### config.mk
export PLATFORM = sky130hd
export DESIGN_NAME = coo_duplicate_merge_unit
export DESIGN_NICKNAME = d
export VERILOG_FILES = /design/src/rtl/cdm_pkg.sv /design/src/rtl/cdm_divider.sv /design/src/rtl/cdm_ctrl.sv /design/src/rtl/cdm_datapath.sv /design/src/rtl/coo_duplicate_merge_unit.sv
export VERILOG_INCLUDE_DIRS = /design/src /design/src/rtl
export SDC_FILE = /design/constraint.sdc
export NUM_CORES = 1
export LEC_CHECK = 0
export ABC_CLOCK_PERIOD_IN_PS = 18450
export BUFFER_PORTS_ARGS = -buffer_cell sky130_fd_sc_hd__buf_2
export CAP_MARGIN = 20
export CORE_MARGIN = 2
export CORE_UTILIZATION = 62
export CTS_CLUSTER_SIZE = 24
export DETAILED_ROUTE_END_ITERATION = 7
export GPL_TIMING_DRIVEN = 0
export HOLD_SLACK_MARGIN = 0.08
export PLACE_DENSITY = 0.86
export SYNTH_ARGS = -nofsm -noshare
export SYNTH_HDL_FRONTEND = slang
export SYNTH_SLANG_ARGS = --single-unit
export TNS_END_PERCENT = 100
### constraint.sdc
create_clock -name aclk -period 18.45 [get_ports aclk]
set_input_delay 0.9225 -clock aclk [delete_from_list [all_inputs] [get_ports aclk]]
set_output_delay 0.9225 -clock aclk [all_outputs]
set_load 0.01 [all_outputs]
### src/rtl/coo_duplicate_merge_unit_defines.svh
// Assertion macros for the duplicate merge unit's top-level RTL file.
`ifndef COO_DUPLICATE_MERGE_UNIT_DEFINES_SVH
`define COO_DUPLICATE_MERGE_UNIT_DEFINES_SVH

// Same-cycle implication, checked on aclk while aresetn is high.
`define CDM_ASSERT_IMP(label, ante, cons, msg) \
    label: assert property (@(posedge aclk) disable iff (!aresetn) (ante) |-> (cons)) \
        else $error(msg);

// Next-cycle implication, checked on aclk while aresetn is high.
`define CDM_ASSERT_NEXT(label, ante, cons, msg) \
    label: assert property (@(posedge aclk) disable iff (!aresetn) (ante) |=> (cons)) \
        else $error(msg);

`endif

### src/rtl/cdm_pkg.sv
// Types and constants shared by the duplicate merge unit's modules.
package cdm_pkg;

    // Width of the running sum and of the divider's dividend.
    localparam int ACC_WIDTH = 64;

    typedef enum logic [2:0] {
        POL_SUM  = 3'd0,
        POL_AVG  = 3'd1,
        POL_MAX  = 3'd2,
        POL_MIN  = 3'd3,
        POL_LAST = 3'd4
    } cdm_policy_t;

    // Commands from the controller to the datapath.
    typedef struct packed {
        logic accept;      // take the input word this cycle
        logic start_div;   // start dividing the snapshot sum by its count
        logic load_out;    // load the output register from the snapshot
        logic sel_div;     // output value comes from the divider quotient
        logic snap_final;  // snapshot the pending entry as stream end, clear it
    } cdm_cmd_t;

    // Status from the datapath to the controller.
    typedef struct packed {
        logic snap_taken;  // the input word would produce a result
        logic fin_later;   // the input word would need a second, final result
        logic policy_avg;  // average policy is in force
        logic div_done;    // divider finished this cycle
        logic div_busy;    // divider is running
        logic out_free;    // output register can be loaded this cycle
    } cdm_status_t;

endpackage

### src/rtl/cdm_divider.sv
// Restoring divider: one quotient bit per cycle for the average policy.
module cdm_divider #(
    parameter int COUNT_WIDTH = 32
) (
    input  logic                           aclk,
    input  logic                           aresetn,
    input  logic                           start,
    input  logic [cdm_pkg::ACC_WIDTH-1:0]  dividend,
    input  logic [COUNT_WIDTH-1:0]         divisor,
    output logic [cdm_pkg::ACC_WIDTH-1:0]  quotient,
    output logic                           busy,
    output logic                           done
);

    localparam int STEP_W = $clog2(cdm_pkg::ACC_WIDTH);

    logic [cdm_pkg::ACC_WIDTH-1:0] quo_reg, quo_next;
    logic [COUNT_WIDTH-1:0]        rem_reg, rem_next;
    logic [COUNT_WIDTH-1:0]        dvs_reg, dvs_next;
    logic [STEP_W-1:0]             step_reg, step_next;
    logic                          busy_reg, busy_next;
    logic                          done_reg, done_next;
    logic [COUNT_WIDTH:0]          trial;
    logic [COUNT_WIDTH:0]          diff;
    logic                          last_step;

    assign trial     = {rem_reg, quo_reg[cdm_pkg::ACC_WIDTH-1]};
    assign diff      = trial - {1'b0, dvs_reg};
    assign last_step = (step_reg == STEP_W'(cdm_pkg::ACC_WIDTH - 1));

    always_comb begin
        quo_next  = quo_reg;
        rem_next  = rem_reg;
        dvs_next  = dvs_reg;
        step_next = step_reg;
        busy_next = busy_reg;
        done_next = 1'b0;
        if (start) begin
            quo_next  = dividend;
            rem_next  = '0;
            dvs_next  = divisor;
            step_next = '0;
            busy_next = 1'b1;
        end else if (busy_reg) begin
            // Subtract when the shifted remainder reaches the divisor.
            if (!diff[COUNT_WIDTH]) begin
                rem_next = diff[COUNT_WIDTH-1:0];
                quo_next = {quo_reg[cdm_pkg::ACC_WIDTH-2:0], 1'b1};
            end else begin
                rem_next = trial[COUNT_WIDTH-1:0];
                quo_next = {quo_reg[cdm_pkg::ACC_WIDTH-2:0], 1'b0};
            end
            step_next = step_reg + STEP_W'(1);
            if (last_step) begin
                busy_next = 1'b0;
                done_next = 1'b1;
            end
        end
    end

    always_ff @(posedge aclk) begin
        if (!aresetn) begin
            busy_reg <= 1'b0;
            done_reg <= 1'b0;
        end else begin
            busy_reg <= busy_next;
            done_reg <= done_next;
        end
    end

    always_ff @(posedge aclk) begin
        quo_reg  <= quo_next;
        rem_reg  <= rem_next;
        dvs_reg  <= dvs_next;
        step_reg <= step_next;
    end

    assign quotient = quo_reg;
    assign busy     = busy_reg;
    assign done     = done_reg;

endmodule

### src/rtl/cdm_ctrl.sv
// Controller state machine that sequences acceptance, division and output.
module cdm_ctrl (
    input  logic                 aclk,
    input  logic                 aresetn,
    input  logic                 in_valid,
    output logic                 in_ready,
    input  cdm_pkg::cdm_status_t status,
    output cdm_pkg::cdm_cmd_t    cmd
);

    typedef enum logic [3:0] {
        ST_IDLE = 4'b0001,
        ST_CALC = 4'b0010,
        ST_DIV  = 4'b0100,
        ST_PUT  = 4'b1000
    } state_t;

    state_t state_reg, state_next;
    logic   fin_later_reg, fin_later_next;

    always_comb begin
        state_next     = state_reg;
        fin_later_next = fin_later_reg;
        cmd            = '0;
        unique case (state_reg)
            ST_IDLE: begin
                if (in_valid) begin
                    cmd.accept = 1'b1;
                    if (status.snap_taken) begin
                        fin_later_next = status.fin_later;
                        state_next     = ST_CALC;
                    end
                end
            end
            ST_CALC: begin
                if (status.policy_avg) begin
                    cmd.start_div = 1'b1;
                    state_next    = ST_DIV;
                end else if (status.out_free) begin
                    cmd.load_out = 1'b1;
                    if (fin_later_reg) begin
                        cmd.snap_final = 1'b1;
                        fin_later_next = 1'b0;
                    end else begin
                        state_next = ST_IDLE;
                    end
                end
            end
            ST_DIV: begin
                if (status.div_done) begin
                    state_next = ST_PUT;
                end
            end
            ST_PUT: begin
                if (status.out_free) begin
                    cmd.load_out = 1'b1;
                    cmd.sel_div  = 1'b1;
                    if (fin_later_reg) begin
                        cmd.snap_final = 1'b1;
                        fin_later_next = 1'b0;
                        state_next     = ST_CALC;
                    end else begin
                        state_next = ST_IDLE;
                    end
                end
            end
            default: begin
                state_next = ST_IDLE;
            end
        endcase
    end

    always_ff @(posedge aclk) begin
        if (!aresetn) begin
            state_reg     <= ST_IDLE;
            fin_later_reg <= 1'b0;
        end else begin
            state_reg     <= state_next;
            fin_later_reg <= fin_later_next;
        end
    end

    assign in_ready = (state_reg == ST_IDLE);

endmodule

### src/rtl/cdm_datapath.sv
// Datapath: pending entry, merge logic, result snapshot, divider and output register.
module cdm_datapath #(
    parameter int INDEX_WIDTH = 32,
    parameter int VALUE_WIDTH = 32,
    parameter int COUNT_WIDTH = 32
) (
    input  logic                     aclk,
    input  logic                     aresetn,
    input  logic                     cfg_wr_en,
    input  logic [2:0]               cfg_wr_data,
    input  logic [INDEX_WIDTH-1:0]   in_row,
    input  logic [INDEX_WIDTH-1:0]   in_col,
    input  logic [VALUE_WIDTH-1:0]   in_value,
    input  logic                     in_final,
    input  cdm_pkg::cdm_cmd_t        cmd,
    output cdm_pkg::cdm_status_t     status,
    input  logic                     out_ready,
    output logic                     out_valid,
    output logic [INDEX_WIDTH-1:0]   out_row,
    output logic [INDEX_WIDTH-1:0]   out_col,
    output logic [VALUE_WIDTH-1:0]   out_value,
    output logic [COUNT_WIDTH-1:0]   out_count,
    output logic                     out_end
);

    localparam int AW = cdm_pkg::ACC_WIDTH;
    localparam logic signed [AW-1:0] ACC_MAX = {1'b0, {(AW-1){1'b1}}};
    localparam logic signed [AW-1:0] ACC_MIN = {1'b1, {(AW-1){1'b0}}};
    localparam logic signed [AW-1:0] VAL_MAX =
        (AW'(64'sd1) <<< (VALUE_WIDTH - 1)) - AW'(64'sd1);
    localparam logic signed [AW-1:0] VAL_MIN = -VAL_MAX - AW'(64'sd1);
    localparam logic [AW-1:0] NEG_LIMIT = AW'(64'd1) << (VALUE_WIDTH - 1);

    logic [2:0]              policy_reg;

    logic                    pend_valid_reg, pend_valid_next;
    logic [INDEX_WIDTH-1:0]  pend_row_reg, pend_row_next;
    logic [INDEX_WIDTH-1:0]  pend_col_reg, pend_col_next;
    logic signed [AW-1:0]    pend_acc_reg, pend_acc_next;
    logic [COUNT_WIDTH-1:0]  pend_cnt_reg, pend_cnt_next;

    logic [INDEX_WIDTH-1:0]  snap_row_reg, snap_row_next;
    logic [INDEX_WIDTH-1:0]  snap_col_reg, snap_col_next;
    logic signed [AW-1:0]    snap_acc_reg, snap_acc_next;
    logic [COUNT_WIDTH-1:0]  snap_cnt_reg, snap_cnt_next;
    logic                    snap_end_reg, snap_end_next;

    logic                    out_valid_reg, out_valid_next;
    logic [INDEX_WIDTH-1:0]  out_row_reg;
    logic [INDEX_WIDTH-1:0]  out_col_reg;
    logic [VALUE_WIDTH-1:0]  out_value_reg, out_value_next;
    logic [COUNT_WIDTH-1:0]  out_cnt_reg;
    logic                    out_end_reg;

    logic signed [AW-1:0]    val_ext;
    logic signed [AW-1:0]    acc_sum;
    logic                    sum_ovf;
    logic signed [AW-1:0]    acc_merged;
    logic [COUNT_WIDTH-1:0]  cnt_merged;
    logic                    match;
    logic [AW-1:0]           snap_mag;
    logic [AW-1:0]           quotient;
    logic [AW-1:0]           quotient_neg;
    logic                    div_busy;
    logic                    div_done;

    // Configuration register.
    always_ff @(posedge aclk) begin
        if (!aresetn) begin
            policy_reg <= cdm_pkg::POL_SUM;
        end else if (cfg_wr_en) begin
            policy_reg <= cfg_wr_data;
        end
    end

    assign val_ext = {{(AW - VALUE_WIDTH){in_value[VALUE_WIDTH-1]}}, in_value};
    assign match   = pend_valid_reg && (pend_row_reg == in_row) && (pend_col_reg == in_col);

    // Saturating accumulate: overflow only when both operands share a sign.
    assign acc_sum = pend_acc_reg + val_ext;
    assign sum_ovf = (pend_acc_reg[AW-1] == val_ext[AW-1]) &&
                     (acc_sum[AW-1] != pend_acc_reg[AW-1]);

    always_comb begin
        case (policy_reg)
            cdm_pkg::POL_MAX:  acc_merged = (val_ext > pend_acc_reg) ? val_ext : pend_acc_reg;
            cdm_pkg::POL_MIN:  acc_merged = (val_ext < pend_acc_reg) ? val_ext : pend_acc_reg;
            cdm_pkg::POL_LAST: acc_merged = val_ext;
            default: begin
                if (sum_ovf) begin
                    acc_merged = pend_acc_reg[AW-1] ? ACC_MIN : ACC_MAX;
                end else begin
                    acc_merged = acc_sum;
                end
            end
        endcase
    end

    assign cnt_merged = (&pend_cnt_reg) ? pend_cnt_reg : pend_cnt_reg + COUNT_WIDTH'(1);

    // Pending entry and result snapshot.
    always_comb begin
        pend_valid_next = pend_valid_reg;
        pend_row_next   = pend_row_reg;
        pend_col_next   = pend_col_reg;
        pend_acc_next   = pend_acc_reg;
        pend_cnt_next   = pend_cnt_reg;
        snap_row_next   = snap_row_reg;
        snap_col_next   = snap_col_reg;
        snap_acc_next   = snap_acc_reg;
        snap_cnt_next   = snap_cnt_reg;
        snap_end_next   = snap_end_reg;
        if (cmd.accept) begin
            if (match) begin
                if (in_final) begin
                    snap_row_next   = pend_row_reg;
                    snap_col_next   = pend_col_reg;
                    snap_acc_next   = acc_merged;
                    snap_cnt_next   = cnt_merged;
                    snap_end_next   = 1'b1;
                    pend_valid_next = 1'b0;
                end else begin
                    pend_acc_next = acc_merged;
                    pend_cnt_next = cnt_merged;
                end
            end else begin
                if (pend_valid_reg) begin
                    snap_row_next = pend_row_reg;
                    snap_col_next = pend_col_reg;
                    snap_acc_next = pend_acc_reg;
                    snap_cnt_next = pend_cnt_reg;
                    snap_end_next = 1'b0;
                end
                if (in_final && !pend_valid_reg) begin
                    // A lone final word is emitted directly.
                    snap_row_next   = in_row;
                    snap_col_next   = in_col;
                    snap_acc_next   = val_ext;
                    snap_cnt_next   = COUNT_WIDTH'(1);
                    snap_end_next   = 1'b1;
                    pend_valid_next = 1'b0;
                end else begin
                    pend_valid_next = 1'b1;
                    pend_row_next   = in_row;
                    pend_col_next   = in_col;
                    pend_acc_next   = val_ext;
                    pend_cnt_next   = COUNT_WIDTH'(1);
                end
            end
        end else if (cmd.snap_final) begin
            snap_row_next   = pend_row_reg;
            snap_col_next   = pend_col_reg;
            snap_acc_next   = pend_acc_reg;
            snap_cnt_next   = pend_cnt_reg;
            snap_end_next   = 1'b1;
            pend_valid_next = 1'b0;
        end
    end

    always_ff @(posedge aclk) begin
        if (!aresetn) begin
            pend_valid_reg <= 1'b0;
        end else begin
            pend_valid_reg <= pend_valid_next;
        end
    end

    always_ff @(posedge aclk) begin
        pend_row_reg <= pend_row_next;
        pend_col_reg <= pend_col_next;
        pend_acc_reg <= pend_acc_next;
        pend_cnt_reg <= pend_cnt_next;
        snap_row_reg <= snap_row_next;
        snap_col_reg <= snap_col_next;
        snap_acc_reg <= snap_acc_next;
        snap_cnt_reg <= snap_cnt_next;
        snap_end_reg <= snap_end_next;
    end

    // The average divides the magnitude and restores the sign afterwards.
    assign snap_mag = snap_acc_reg[AW-1] ? (AW'(0) - AW'(snap_acc_reg)) : AW'(snap_acc_reg);

    cdm_divider #(
        .COUNT_WIDTH (COUNT_WIDTH)
    ) u_divider (
        .aclk     (aclk),
        .aresetn  (aresetn),
        .start    (cmd.start_div),
        .dividend (snap_mag),
        .divisor  (snap_cnt_reg),
        .quotient (quotient),
        .busy     (div_busy),
        .done     (div_done)
    );

    assign quotient_neg = AW'(0) - quotient;

    always_comb begin
        if (cmd.sel_div) begin
            if (snap_acc_reg[AW-1]) begin
                out_value_next = (quotient > NEG_LIMIT) ? VAL_MIN[VALUE_WIDTH-1:0]
                                                        : quotient_neg[VALUE_WIDTH-1:0];
            end else begin
                out_value_next = (quotient > AW'(VAL_MAX)) ? VAL_MAX[VALUE_WIDTH-1:0]
                                                           : quotient[VALUE_WIDTH-1:0];
            end
        end else if (snap_acc_reg > VAL_MAX) begin
            out_value_next = VAL_MAX[VALUE_WIDTH-1:0];
        end else if (snap_acc_reg < VAL_MIN) begin
            out_value_next = VAL_MIN[VALUE_WIDTH-1:0];
        end else begin
            out_value_next = snap_acc_reg[VALUE_WIDTH-1:0];
        end
    end

    // Output register.
    always_comb begin
        if (cmd.load_out) begin
            out_valid_next = 1'b1;
        end else if (out_ready) begin
            out_valid_next = 1'b0;
        end else begin
            out_valid_next = out_valid_reg;
        end
    end

    always_ff @(posedge aclk) begin
        if (!aresetn) begin
            out_valid_reg <= 1'b0;
        end else begin
            out_valid_reg <= out_valid_next;
        end
    end

    always_ff @(posedge aclk) begin
        if (cmd.load_out) begin
            out_row_reg   <= snap_row_reg;
            out_col_reg   <= snap_col_reg;
            out_value_reg <= out_value_next;
            out_cnt_reg   <= snap_cnt_reg;
            out_end_reg   <= snap_end_reg;
        end
    end

    assign status.snap_taken = match ? in_final : (pend_valid_reg || in_final);
    assign status.fin_later  = !match && pend_valid_reg && in_final;
    assign status.policy_avg = (policy_reg == cdm_pkg::POL_AVG);
    assign status.div_done   = div_done;
    assign status.div_busy   = div_busy;
    assign status.out_free   = !out_valid_reg || out_ready;

    assign out_valid = out_valid_reg;
    assign out_row   = out_row_reg;
    assign out_col   = out_col_reg;
    assign out_value = out_value_reg;
    assign out_count = out_cnt_reg;
    assign out_end   = out_end_reg;

endmodule

### src/rtl/coo_duplicate_merge_unit.sv
// Top level of the sparse COO duplicate merge unit.
//
// The slave stream carries sorted matrix entries, one word per entry: row and
// column coordinates and a signed fixed-point value in tdata, and tlast on the
// last entry of the stream. The unit keeps one pending entry and folds each
// word with the same coordinate into it under the policy held in the
// configuration register (sum, average, maximum, minimum or keep last; the
// unused codes act as sum). A word with a new coordinate, or the tlast word,
// sends the merged entry out on the master stream with its duplicate count;
// the entry that closes the stream is sent with tlast set.
// A word that only merges is taken in the idle state. A word that produces a
// result moves to a calculate state, which also forms a second, final result
// when one is needed. Under the average policy every result goes through a
// one-bit-per-cycle divider over the 64-bit running sum. The output is a
// register: the next word is accepted while a finished result waits, but
// s_tready drops while a result is being formed and m_tready is low with the
// output register still full.
// Reset clears the pending entry, the output register and sets the sum policy.
`include "coo_duplicate_merge_unit_defines.svh"

module coo_duplicate_merge_unit #(
    parameter int INDEX_WIDTH = 32,
    parameter int VALUE_WIDTH = 32,
    parameter int COUNT_WIDTH = 32,
    localparam int S_DATA_W = ((2 * INDEX_WIDTH + VALUE_WIDTH + 7) / 8) * 8,
    localparam int M_DATA_W = ((2 * INDEX_WIDTH + VALUE_WIDTH + COUNT_WIDTH + 7) / 8) * 8
) (
    input  logic                aclk,
    input  logic                aresetn,
    // Configuration: merge policy.
    input  logic                cfg_wr_en,
    input  logic [2:0]          cfg_wr_data,
    // Input entries.
    input  logic                s_tvalid,
    output logic                s_tready,
    input  logic [S_DATA_W-1:0] s_tdata,  // row_index, col_index, entry_value, zero pad
    input  logic                s_tlast,  // is_final
    // Merged entries.
    output logic                m_tvalid,
    input  logic                m_tready,
    output logic [M_DATA_W-1:0] m_tdata,  // out_row, out_col, out_value, merged_count, zero pad
    output logic                m_tlast   // stream_end
);

    cdm_pkg::cdm_cmd_t     ctrl_cmd;
    cdm_pkg::cdm_status_t  dp_status;

    logic [INDEX_WIDTH-1:0] out_row;
    logic [INDEX_WIDTH-1:0] out_col;
    logic [VALUE_WIDTH-1:0] out_value;
    logic [COUNT_WIDTH-1:0] out_count;

    // The controller owns the handshake on the input side; the datapath owns
    // the output register and its valid flag.
    cdm_ctrl u_ctrl (
        .aclk     (aclk),
        .aresetn  (aresetn),
        .in_valid (s_tvalid),
        .in_ready (s_tready),
        .status   (dp_status),
        .cmd      (ctrl_cmd)
    );

    cdm_datapath #(
        .INDEX_WIDTH (INDEX_WIDTH),
        .VALUE_WIDTH (VALUE_WIDTH),
        .COUNT_WIDTH (COUNT_WIDTH)
    ) u_datapath (
        .aclk        (aclk),
        .aresetn     (aresetn),
        .cfg_wr_en   (cfg_wr_en),
        .cfg_wr_data (cfg_wr_data),
        .in_row      (s_tdata[INDEX_WIDTH-1:0]),
        .in_col      (s_tdata[2*INDEX_WIDTH-1:INDEX_WIDTH]),
        .in_value    (s_tdata[2*INDEX_WIDTH+VALUE_WIDTH-1:2*INDEX_WIDTH]),
        .in_final    (s_tlast),
        .cmd         (ctrl_cmd),
        .status      (dp_status),
        .out_ready   (m_tready),
        .out_valid   (m_tvalid),
        .out_row     (out_row),
        .out_col     (out_col),
        .out_value   (out_value),
        .out_count   (out_count),
        .out_end     (m_tlast)
    );

    // Pack the result fields from the lowest bit up; the size cast zero-fills.
    assign m_tdata = M_DATA_W'({out_count, out_value, out_col, out_row});

    // The output register is only loaded when it is empty or being drained.
    `CDM_ASSERT_IMP(a_load_when_free, ctrl_cmd.load_out, (!m_tvalid || m_tready), "output overwritten while stalled")
    // A load always shows up as a valid result on the next cycle.
    `CDM_ASSERT_NEXT(a_load_shows, ctrl_cmd.load_out, m_tvalid, "loaded result not presented")
    // New words are only taken while the divider is quiet.
    `CDM_ASSERT_IMP(a_ready_div_idle, s_tready, !dp_status.div_busy, "input accepted during a division")

endmodule
==> impl_results.md <==
- Outcome: completed
- Worst Reg2Reg Path Length in Cells: 16
- Critical Path AT: 6.42 ns
- RSZ-0062 raised after global routing: false
- Hold WC Path Type: flop to flop
- Share of layout cells above drive strength 1: 0.1193
- Non-filler instance count after layout: 4799
- Clock transition at the registers of the reported paths: 0.07 ns
- CP required: between 15 and 20 ns
- PD cells: 106.0 nW/µm²
- RePlAce Congestion: 1.013
- Main synth FF type: edfxtp_1
- Antenna violations before repair: 11
- Largest net degree at the start of global routing: 65
- Worst Clk Skew: between 0.02 and 0.03 ns
- Overall power: 4.347 mW
- Fin area: around 41000 µm²
- Iter 0 DRT Violations: 4528
- DIE AREA: 60660 µm²
- Via-per-instance ratio: ~6.6
- Critical path's slowest cell: a32oi_1
- Initial Util: 0.6285
- WHS: roughly 0.42 ns
- Synth top cells by count: 546 x edfxtp_1, 346 x o21ai_0, 286 x a21oi_1
- Sequential Area: 17400 µm²
- CTS tree: built
- DRC violations left: 0
- GRT Overall Usage: 0.3592
- Worst path max stage delay: 0.81 ns
- Post-CTS Resized: 0
- Longest Clk Path Bufs: 3
- Largest cells by area after synthesis: edfxtp_1 45%, ha_1 5.6%, o21ai_0 4.8%
- Die span in y: 246.3 µm
- Syn Nets: 3930
- Crit start category: input port
- DRT antenna net count: 0
- Max-cap viol count: 0
- Syn Area/Cell: 9.945 µm²
- Flop-to-flop setup slack: 12.47 ns
- # hold bufs at CTS: 0
- Number of setup buffers added after CTS: 0
- CP Cell Sequence: buf_2 -> buf_12 -> ha_1 -> clkbuf_1 -> nand4_1 -> nor4_1 -> nand4b_1 -> a31o_2 -> and4_1 -> or4_1 -> a32oi_1 -> clkbuf_1 -> o21ai_0 -> o21ai_0
- WHS Path Cells: 0
- Core Footprint: 57920 µm²
- Worst Hold End: u_datapath.out_row[29]
- Post-DP HPWL: 81330 µm
- Post-synthesis instance total: around 3700
- CTS root buffer: clkbuf_16
- Critical Path Fanout Max: between 40 and 50
- Filler cells: 4241
- Worst reg2reg path startpoint: u_datapath.pend_acc_reg[3]
- Final wirelength: 111800 µm
- Gr ovfl total: 0
- Max Clk Rate: 164.8 MHz
- Period utilisation layout: 0.3289
- Via count: 31746
- Post-synthesis register bit count: 596
- Final Hold Violating Endpoints: 0
- Vias in the first global route: between 20000 and 30000
- Cell Area, Synth: 36400 µm²
- Slew Viols, Final: 0
- Htree depth: 2
- # placed instances: about 4700
- I/O pin count: 236
- Total CTS buffers: 60
- Multi-input logic area: 17430 µm²
- Most frequent cell after synthesis: edfxtp_1
- Minimum clock period after layout: slightly above 6 ns
- Setup crit end kind: flop
- Actual slew at the worst max-slew pin: 1.149 ns
- Critical Path Source: s_tdata[95]
- CP Class: input port to flop
- P&R area growth vs syn: 12.65%
- FF-to-FF End: u_datapath.snap_acc_reg[44]
- Ys Warns: 0
- Total clock sinks: between 500 and 600
- Initial DRT Pass Iterations: 8
- Site row count: 88
- Layout net count: 4245
- Leak: 15.60 nW
- Netlist cell types: 90
- DP Area: 38890 µm²
- Global-route wire length before repair: 169100 µm
- I/O Buffers: around 240
- Post-synth EDFFs: ~550
- Die width: approximately 250 µm
- VDD IR-drop max: 0.1234 mV
- Worst-skew pair later-pin latency: between 0.6 and 0.7 ns
- Top-area cell type share of the netlist area: 0.4505
- Register area share after synthesis: 0.4780
- Post-synthesis async set-or-reset flop share: 0
- Setup violations, final: 0
- Yosys top cell by area: edfxtp_1
- Max-slew headroom: 0.2311
- Hold Crit Start: u_datapath.snap_row_reg[29]
- WL/cell: 23.29 µm
-- metal layers --
layer	vias to the layer above	wire length (µm)	GRT usage	share of wire
met5	-	27	0	0.00024
met4	4	6013	0.1765	0.054
met3	393	13210	0.06917	0.12
met2	2169	50850	0.5657	0.45
met1	14906	41670	0.4777	0.37
li1	14274	-	-	-
-- worst max-delay path by stage --
stage | to | slack (ns) | cells past startpoint
final | u_datapath.snap_acc_reg[45] | 12.38 | 14
after global routing | u_datapath.snap_acc_reg[45] | 12.24 | 14
after CTS | u_datapath.snap_acc_reg[44] | 12.72 | 16
after detailed placement | u_datapath.snap_acc_reg[45] | 12.11 | 14
after global placement | u_datapath.snap_row_reg[30] | -3.37 | 5
after floorplan | u_datapath.snap_acc_reg[0] | 4.12 | 6
-- report_power, final --
group | switching, mW | total [mW] | internal (mW)
sequential | 0.114 | 1.77 | 1.65
clock | 0.544 | 1.30 | 0.759
combinational | 0.803 | 1.28 | 0.475
total | 1.46 | 4.35 | 2.89
-- worst max-delay path, delay by kind of cell --
family                   cells  cell delay, ns
AND/OR/NAND/NOR              5            1.78
AO/OA/AOI/OAI                4            1.86
adder cells (fa/ha/maj)      1            0.16
buffers and inverters        4            1.64
-- kinds of logic after synthesis --
family	synth area share
multiplexers	0.03833
AO/OA/AOI/OAI	0.1867
buffers and inverters	0.04417
AND/OR/NAND/NOR	0.1449
adder cells (fa/ha/maj)	0.05713
XOR/XNOR	0.05077
flip-flops	0.4780
-- through the flow --
step | worst slack, ns | setup TNS (ns) | util
final | 12.38 | 0 | 0.7080
after global routing | 12.24 | 0 | 0.7079
after CTS | 12.72 | 0 | 0.7075
after detailed placement | 12.11 | 0 | 0.6716
after global placement | -3.365 | -538.83 | 0.6653
after floorplan | 4.121 | 0 | -
-- layout make-up --
| cell class | count | share of cell area |
|---|---|---|
| multi-input combinational | 2650 | 0.4251 |
| clock buffer | 72 | 0.03900 |
| sequential | 596 | 0.4243 |
| buffer | 200 | 0.01965 |
| antenna | 9 | 0.0005493 |
| timing repair buffer | 253 | 0.03668 |
| tap | 765 | 0.02334 |
| clock inverter | 40 | 0.01175 |
| inverter | 214 | 0.01965 |
-- cell usage in the layout, fill, tap and decap left out, types with 12 or more instances in the layout --
master and instances:
a211oi_1 39, a21o_1 52, a21oi_1 285, a31oi_1 21, a32oi_1 30, and3_1 42
buf_1 21, buf_12 14, buf_2 240, clkbuf_1 176, clkbuf_16 62, dfxtp_1 50
edfxtp_1 546, ha_1 163, inv_1 211, mux2_2 59, mux2i_1 73, nand2_1 249
nand2b_1 40, nand3_1 57, nand4_1 50, nor2_1 268, nor2b_1 42, nor3_1 98
nor4_1 57, o211ai_1 12, o21a_1 20, o21ai_0 345, o21bai_1 26, o22a_1 25
o22ai_1 23, o31ai_1 87, or2_2 21, or3_1 44, or4_1 14, xnor2_1 85
xor2_1 126
Note: power is estimated with default switching activity, not from simulation.
